$ cat src/sv/sha256_pkg.sv
package sha256_pkg;

    localparam logic [31:0] H_INIT [8] = '{
        32'h6a09e667, 32'hbb67ae85, 32'h3c6ef372, 32'ha54ff53a,
        32'h510e527f, 32'h9b05688c, 32'h1f83d9ab, 32'h5be0cd19
    };

    localparam logic [31:0] ROUND_K [64] = '{
        32'h428a2f98, 32'h71374491, 32'hb5c0fbcf, 32'he9b5dba5,
        32'h3956c25b, 32'h59f111f1, 32'h923f82a4, 32'hab1c5ed5,
        32'hd807aa98, 32'h12835b01, 32'h243185be, 32'h550c7dc3,
        32'h72be5d74, 32'h80deb1fe, 32'h9bdc06a7, 32'hc19bf174,
        32'he49b69c1, 32'hefbe4786, 32'h0fc19dc6, 32'h240ca1cc,
        32'h2de92c6f, 32'h4a7484aa, 32'h5cb0a9dc, 32'h76f988da,
        32'h983e5152, 32'ha831c66d, 32'hb00327c8, 32'hbf597fc7,
        32'hc6e00bf3, 32'hd5a79147, 32'h06ca6351, 32'h14292967,
        32'h27b70a85, 32'h2e1b2138, 32'h4d2c6dfc, 32'h53380d13,
        32'h650a7354, 32'h766a0abb, 32'h81c2c92e, 32'h92722c85,
        32'ha2bfe8a1, 32'ha81a664b, 32'hc24b8b70, 32'hc76c51a3,
        32'hd192e819, 32'hd6990624, 32'hf40e3585, 32'h106aa070,
        32'h19a4c116, 32'h1e376c08, 32'h2748774c, 32'h34b0bcb5,
        32'h391c0cb3, 32'h4ed8aa4a, 32'h5b9cca4f, 32'h682e6ff3,
        32'h748f82ee, 32'h78a5636f, 32'h84c87814, 32'h8cc70208,
        32'h90befffa, 32'ha4506ceb, 32'hbef9a3f7, 32'hc67178f2
    };

    localparam logic [7:0] PAD_BYTE = 8'h80;

    function automatic logic [31:0] ror32(input logic [31:0] x, input int unsigned n);
        ror32 = (x >> n) | (x << (32 - n));
    endfunction

endpackage

$ cat src/sv/sha256_message_hasher.sv
// SHA-256 hasher. Takes a message byte in each transaction (has_byte qualifies data_byte,
// end_of_message closes the message, possibly with no byte) and returns eight digest
// words, word_index 0 first, last_word on the eighth. A byte that does not fill the
// block is simply stored. A byte that completes a 64-byte block runs the compression
// rounds in the single round unit (ST_ROUND), then ST_FOLD adds the result into the hash.
// End of message inserts padding and length one byte per cycle through the same path,
// pausing while a filled block is compressed, with up to two compressions, then the eight
// words, each held while out_stall is high. in_stall stays high throughout.
module sha256_message_hasher
    import sha256_pkg::*;
(
    input  logic        clk,
    input  logic        rst_n,
    input  logic        in_valid,
    output logic        in_stall,
    input  logic [7:0]  data_byte,
    input  logic        has_byte,
    input  logic        end_of_message,
    output logic        out_valid,
    input  logic        out_stall,
    output logic [31:0] digest_word,
    output logic [2:0]  word_index,
    output logic        last_word
);

    localparam logic [2:0] ST_IDLE  = 3'd0;
    localparam logic [2:0] ST_ROUND = 3'd1;
    localparam logic [2:0] ST_FOLD  = 3'd2;
    localparam logic [2:0] ST_PAD   = 3'd3;
    localparam logic [2:0] ST_OUT   = 3'd4;

    logic [2:0]  state_reg, state_next;
    logic [31:0] hash_reg [8];
    logic [31:0] w_reg [16];
    logic [31:0] v_reg [8];
    logic [5:0]  pos_reg;
    logic [63:0] bits_reg, len_reg;
    logic [5:0]  round_reg;
    logic        pad_reg;
    logic [3:0]  pad_cnt_reg;
    logic [2:0]  out_idx_reg;
    logic        fin_reg;

    logic        put_en;
    logic [7:0]  put_byte;
    logic [31:0] big1, big0, ch, maj, t1, t2, s0, s1, w_new, wt;

    always_comb
    begin
        wt    = w_reg[0];
        big1  = ror32(v_reg[4], 6) ^ ror32(v_reg[4], 11) ^ ror32(v_reg[4], 25);
        ch    = (v_reg[4] & v_reg[5]) ^ (~v_reg[4] & v_reg[6]);
        t1    = v_reg[7] + big1 + ch + ROUND_K[round_reg] + wt;
        big0  = ror32(v_reg[0], 2) ^ ror32(v_reg[0], 13) ^ ror32(v_reg[0], 22);
        maj   = (v_reg[0] & v_reg[1]) ^ (v_reg[0] & v_reg[2]) ^ (v_reg[1] & v_reg[2]);
        t2    = big0 + maj;
        s0    = ror32(w_reg[1], 7) ^ ror32(w_reg[1], 18) ^ (w_reg[1] >> 3);
        s1    = ror32(w_reg[14], 17) ^ ror32(w_reg[14], 19) ^ (w_reg[14] >> 10);
        w_new = s1 + w_reg[9] + s0 + w_reg[0];
    end

    // padding: 0x80, zeros until position 56, then length bytes
    always_comb
    begin
        put_en   = 1'b0;
        put_byte = 8'h00;
        if (state_reg == ST_IDLE && in_valid && has_byte)
        begin
            put_en   = 1'b1;
            put_byte = data_byte;
        end
        else if (state_reg == ST_PAD)
        begin
            put_en = 1'b1;
            if (!pad_reg)
                put_byte = PAD_BYTE;
            else if (pad_cnt_reg[3])
                put_byte = len_reg[63 - 8 * pad_cnt_reg[2:0] -: 8];
            else
                put_byte = 8'h00;
        end
    end

    always_comb
    begin
        state_next = state_reg;
        unique case (state_reg)
            ST_IDLE:
            begin
                if (in_valid)
                begin
                    if (has_byte && pos_reg == 6'd63)
                        state_next = ST_ROUND;
                    else if (end_of_message)
                        state_next = ST_PAD;
                end
            end
            ST_ROUND:
                if (round_reg == 6'd63)
                    state_next = ST_FOLD;
            ST_FOLD:
                state_next = fin_reg ? (pad_cnt_reg == 4'd15 ? ST_OUT : ST_PAD) : ST_IDLE;
            ST_PAD:
            begin
                if (pos_reg == 6'd63)
                    state_next = ST_ROUND;
            end
            ST_OUT:
                if (!out_stall && out_idx_reg == 3'd7)
                    state_next = ST_IDLE;
            default:
                state_next = ST_IDLE;
        endcase
    end

    always_ff @(posedge clk or negedge rst_n)
    begin
        if (!rst_n)
        begin
            state_reg   <= ST_IDLE;
            pos_reg     <= '0;
            bits_reg    <= '0;
            round_reg   <= '0;
            pad_reg     <= 1'b0;
            pad_cnt_reg <= '0;
            out_idx_reg <= '0;
            fin_reg     <= 1'b0;
            for (int i = 0; i < 8; i++)
                hash_reg[i] <= H_INIT[i];
        end
        else
        begin
            state_reg <= state_next;
            if (put_en)
            begin
                pos_reg <= pos_reg + 6'd1;
                w_reg[pos_reg[5:2]][8 * (3 - pos_reg[1:0]) +: 8] <= put_byte;
            end
            if (state_reg == ST_IDLE && in_valid)
            begin
                if (has_byte)
                    bits_reg <= bits_reg + 64'd8;
                if (end_of_message)
                begin
                    fin_reg     <= 1'b1;
                    pad_reg     <= 1'b0;
                    pad_cnt_reg <= '0;
                    len_reg     <= has_byte ? bits_reg + 64'd8 : bits_reg;
                end
            end
            if (state_reg == ST_PAD)
            begin
                pad_reg <= 1'b1;
                if (pad_cnt_reg[3])
                begin
                    if (pad_cnt_reg != 4'd15)
                        pad_cnt_reg <= pad_cnt_reg + 4'd1;
                end
                else if (pos_reg == 6'd55)
                    pad_cnt_reg <= 4'd8;
            end
            if (state_next == ST_ROUND && state_reg != ST_ROUND)
            begin
                round_reg <= '0;
                for (int i = 0; i < 8; i++)
                    v_reg[i] <= hash_reg[i];
            end
            if (state_reg == ST_ROUND)
            begin
                round_reg <= round_reg + 6'd1;
                v_reg[7] <= v_reg[6];
                v_reg[6] <= v_reg[5];
                v_reg[5] <= v_reg[4];
                v_reg[4] <= v_reg[3] + t1;
                v_reg[3] <= v_reg[2];
                v_reg[2] <= v_reg[1];
                v_reg[1] <= v_reg[0];
                v_reg[0] <= t1 + t2;
                for (int i = 0; i < 15; i++)
                    w_reg[i] <= w_reg[i + 1];
                w_reg[15] <= w_new;
            end
            if (state_reg == ST_FOLD)
                for (int i = 0; i < 8; i++)
                    hash_reg[i] <= hash_reg[i] + v_reg[i];
            if (state_reg == ST_OUT && !out_stall)
            begin
                out_idx_reg <= out_idx_reg + 3'd1;
                if (out_idx_reg == 3'd7)
                begin
                    fin_reg  <= 1'b0;
                    pos_reg  <= '0;
                    bits_reg <= '0;
                    for (int i = 0; i < 8; i++)
                        hash_reg[i] <= H_INIT[i];
                end
            end
        end
    end

    assign in_stall    = (state_reg != ST_IDLE);
    assign out_valid   = (state_reg == ST_OUT);
    assign digest_word = hash_reg[out_idx_reg];
    assign word_index  = out_idx_reg;
    assign last_word   = (out_idx_reg == 3'd7);

    a_round_range: assert property (@(posedge clk) disable iff (!rst_n)
        (state_reg == ST_ROUND && round_reg == 6'd63) |=> state_reg == ST_FOLD)
        else $error("compression did not end after 64 rounds");
    a_out_order: assert property (@(posedge clk) disable iff (!rst_n)
        (out_valid && out_stall) |=> $stable(out_idx_reg))
        else $error("digest index moved while stalled");
    a_no_both: assert property (@(posedge clk) disable iff (!rst_n)
        !(out_valid && !in_stall))
        else $error("input taken while digest pending");
    a_fold_once: assert property (@(posedge clk) disable iff (!rst_n)
        state_reg == ST_FOLD |=> state_reg != ST_FOLD)
        else $error("hash folded twice");

endmodule
$ cat config.mk
export PLATFORM = sky130hd
export DESIGN_NAME = sha256_message_hasher
export DESIGN_NICKNAME = d
export VERILOG_FILES = /design/src/sv/sha256_pkg.sv /design/src/sv/sha256_message_hasher.sv
export SDC_FILE = /design/constraint.sdc
export NUM_CORES = 2
export LEC_CHECK = 0
export CORE_MARGIN = 3
export CORE_UTILIZATION = 40
export CTS_CLUSTER_SIZE = 8
export DETAILED_ROUTE_END_ITERATION = 7
export DONT_BUFFER_PORTS = 1
export GPL_TIMING_DRIVEN = 1
export PLACE_DENSITY = 0.56
export SLEW_MARGIN = 40
export SYNTH_ARGS = -nofsm -noshare
export SYNTH_HDL_FRONTEND = slang
export SYNTH_SLANG_ARGS = --single-unit
$ cat constraint.sdc
create_clock -name clk -period 24.3 [get_ports clk]
set_input_delay 2.43 -clock clk [delete_from_list [all_inputs] [get_ports clk]]
set_output_delay 2.43 -clock clk [all_outputs]
set_load 0.005 [all_outputs]
==> metrics <==
Area Growth Syn to Fin 9.59%; DRT iter0 DRCs 5962; initial antenna violation count 3; CTS Sinks roughly 1.2k; core outline area 193000 um^2; Final HPWL DP 192000 um; largest net degree at the start of global routing between 300 and 400; hold_sp w_reg[3][12]$_DFFE_PP_; post-synth cell types 97; post-synthesis sequential area ratio 0.431; Yosys warning count 0; wirelength, routed between 200000 and 300000 um; hold path cells 2; dpl cells between 10k and 15k; Fin. Hold Viols 0; fraction of layout cells with a size suffix above 1 0.0797; Net Sw Frac 0.220; Total GRT Usage 0.260; prevailing post-synth register cell edfxtp_1; top cells by area, synth edfxtp_1 32%, nand2_1 11%, dfrtp_1 6.6%; R2R setup slack 13.19 ns; Wirelength per Cell 24.8 um; Hold-fix buffers, CTS 0; initial core utilization 0.404; Max stage delay on crit path slightly above 0.9 ns; CP max FO 19; Int Power between 3 and 4 mW; routability-driven placement congestion ratio between 0.9 and 1; Vias approximately 62k; clock power share 0.512; CP max stage cell ha_1; Critical Path End Type register; io pins 52; # setup viols final 0; max-cap viol count 0; minimum clock period 11.11 ns; reg2reg path depth 35; part of the cycle the worst path needs 0.457; Max Transition Viols Final 0; Synthesized Nets a little under 9k; Worst R2R End v_reg[0][31]$_DFFE_PP_; post-synth top area share 0.319; Pwr Density about 51 nW/um^2; post-route ant nets 0; Rel. slew slack 0.306; Die X 448 um; Post-synth EDFFs slightly above 800; slew of the pin with the lowest slew margin roughly 1.0 ns; Largest register FFs around 500; cell chosen for the clock root clkbuf_16; H-Tree Level Count 4; Reg-to-Reg Start round_reg[0]$_DFFE_PN0P_; cell count after synthesis ~8.2k; commonest cells in the netlist 2192 x nand2_1, 829 x edfxtp_1, 458 x o21ai_0; Max Fclk 90.0 MHz; number of global-route vias before repair ~59k; latest clock arrival within the worst-skew pair approximately 0.85 ns; full die area around 200000 um^2; gr ovfl total 0; Final Cell Area roughly 85000 um^2; NumNets Final about 8.6k; Hold EP w_reg[2][12]$_DFFE_PP_; asr flop ratio synth 0.291; WS Path Type register to register; number of vias per cell a little under 6; arrival time at the worst endpoint approximately 12 ns; Reg clk slew, reported paths about 0.060 ns; CTS max path bufs 3; CTS tree done; # rows 161; DR DRC count 0; RSZ-0062 raised after global routing no; setup total negative slack 0 ns; first-pass GRT wire length approximately 390000 um; post-CTS resize count 0; combinational share of power 0.002; final non-filler cell total roughly 11k; Syn Area/Cell 9.51 um^2; P_sw between 0.9 and 1 mW; FF+latch count, synth 1170; die height ~450 um; crit path launch type register; min-delay worst type register to register; Max VDD drop between 0.00006 and 0.00007 V; Clock Skew roughly 0.08 ns; clock buffer count from CTS 166; Place WS 13.28 ns; Post-CTS Setup Repair Bufs 0; status complete, no violations; count leader, synth nand2_1; leakage 34.9 nW; Crit path required time between 20 and 25 ns; worst setup margin approximately 13 ns; DR pass1 iterations 6; Seq pwr share 0.486; number of fill cells between 15k and 20k; Post-Syn Area ~78000 um^2; Buffers on Ports 0; Placed Area between 80000 and 90000 um^2; leading area contributor after synthesis edfxtp_1
-- placed cells by master, fill, tap and decap left out, types with 43 or more instances in the layout --
cell type	n
a31oi_1	56
dfrtp_1	198
clkbuf_16	166
fa_1	195
mux4_2	83
a21o_1	162
o21bai_1	43
nor2b_1	56
xnor2_1	438
o21a_1	56
a21oi_1	450
buf_4	66
dfstp_2	136
edfxtp_1	829
o21ai_1	50
nand2b_1	67
mux2_2	59
or3_1	45
nand4_1	54
clkbuf_1	85
o21ai_0	400
nor3_1	108
xor2_1	205
ha_1	399
o211ai_1	126
nand2_1	2188
nand3_1	147
a211oi_1	66
nor2_1	341
inv_1	288
and3_1	48
-- critical path, delay by kind of cell, from the launching register on --
kind / cells / cell delay [ns]
compound gates: 12 / 4.03
fa+ha+maj: 7 / 3.83
simple gates: 8 / 1.44
buf+inv: 6 / 0.89
flops: 1 / 0.32
xor+xnor: 2 / 0.32
-- power by group through the flow --
| stage | registers [mW] | clock network [mW] | logic [mW] |
|---|---|---|---|
| after floorplan | 2.16 | 0 | 0.00698 |
| after global placement | 2.16 | 0 | 0.00738 |
| after detailed placement | 2.16 | 0 | 0.00758 |
| after CTS | 2.12 | 2.28 | 0.00758 |
| after global routing | 2.12 | 2.36 | 0.00981 |
| final | 2.12 | 2.23 | 0.00918 |
-- layout make-up --
class / count / area [um^2] / area share
diodes: 1 / 2.50 / 0.0000293
multi-input cells: 6302 / 41900 / 0.490
well taps: 2526 / 3160 / 0.0370
clock buffers: 253 / 4500 / 0.0527
repair buffers: 88 / 846 / 0.00990
inverters: 289 / 1080 / 0.0127
clock inverters: 17 / 409 / 0.00479
flip-flops and latches: 1170 / 33600 / 0.393
-- layer usage --
metal | GRT usage | up-vias | routed length, um
met4 | 0.0974 | 4 | 10600
met2 | 0.416 | 2110 | 122000
li1 | - | 28300 | -
met3 | 0.0375 | 448 | 16700
met1 | 0.358 | 30700 | 115000
met5 | 0 | - | 27
-- cell families (layout without fill, tap and decap cells) --
logic type / count (synthesis) / in the layout / synth area share
AND/OR/NAND/NOR: 3189 / 3189 / 0.172
other: 0 / 1 / 0
adder cells (fa/ha/maj): 615 / 615 / 0.117
XOR/XNOR: 649 / 649 / 0.0729
multiplexers: 179 / 179 / 0.0372
AO/OA/AOI/OAI: 1670 / 1670 / 0.135
buffers and inverters: 730 / 647 / 0.0353
flip-flops: 1170 / 1170 / 0.431
-- through the flow --
step | power, mW | utilization | hold slack, ns
after CTS | 4.41 | 0.441 | 0.497
final | 4.36 | 0.442 | 0.496
after global routing | 4.49 | 0.442 | 0.522
after global placement | 2.17 | 0.415 | 0.493
after floorplan | 2.17 | - | 0.462
after detailed placement | 2.17 | 0.416 | 0.498
-- how the worst max path moves through the flow --
stage / startpoint / endpoint / slack [ns] / depth (start not counted)
2_1_floorplan: has_byte / v_reg[0][0]$_DFFE_PP_ / 9.36 / 6
3_3_place_gp: round_reg[0]$_DFFE_PN0P_ / v_reg[0][31]$_DFFE_PP_ / 13.28 / 37
3_5_place_dp: round_reg[0]$_DFFE_PN0P_ / v_reg[0][31]$_DFFE_PP_ / 13.28 / 35
4_1_cts: round_reg[0]$_DFFE_PN0P_ / v_reg[0][31]$_DFFE_PP_ / 13.27 / 35
5_1_grt: round_reg[0]$_DFFE_PN0P_ / v_reg[0][31]$_DFFE_PP_ / 12.62 / 37
6_report: round_reg[0]$_DFFE_PN0P_ / v_reg[0][31]$_DFFE_PP_ / 13.19 / 35
No activity file was read; power rests on OpenSTA's default activity.
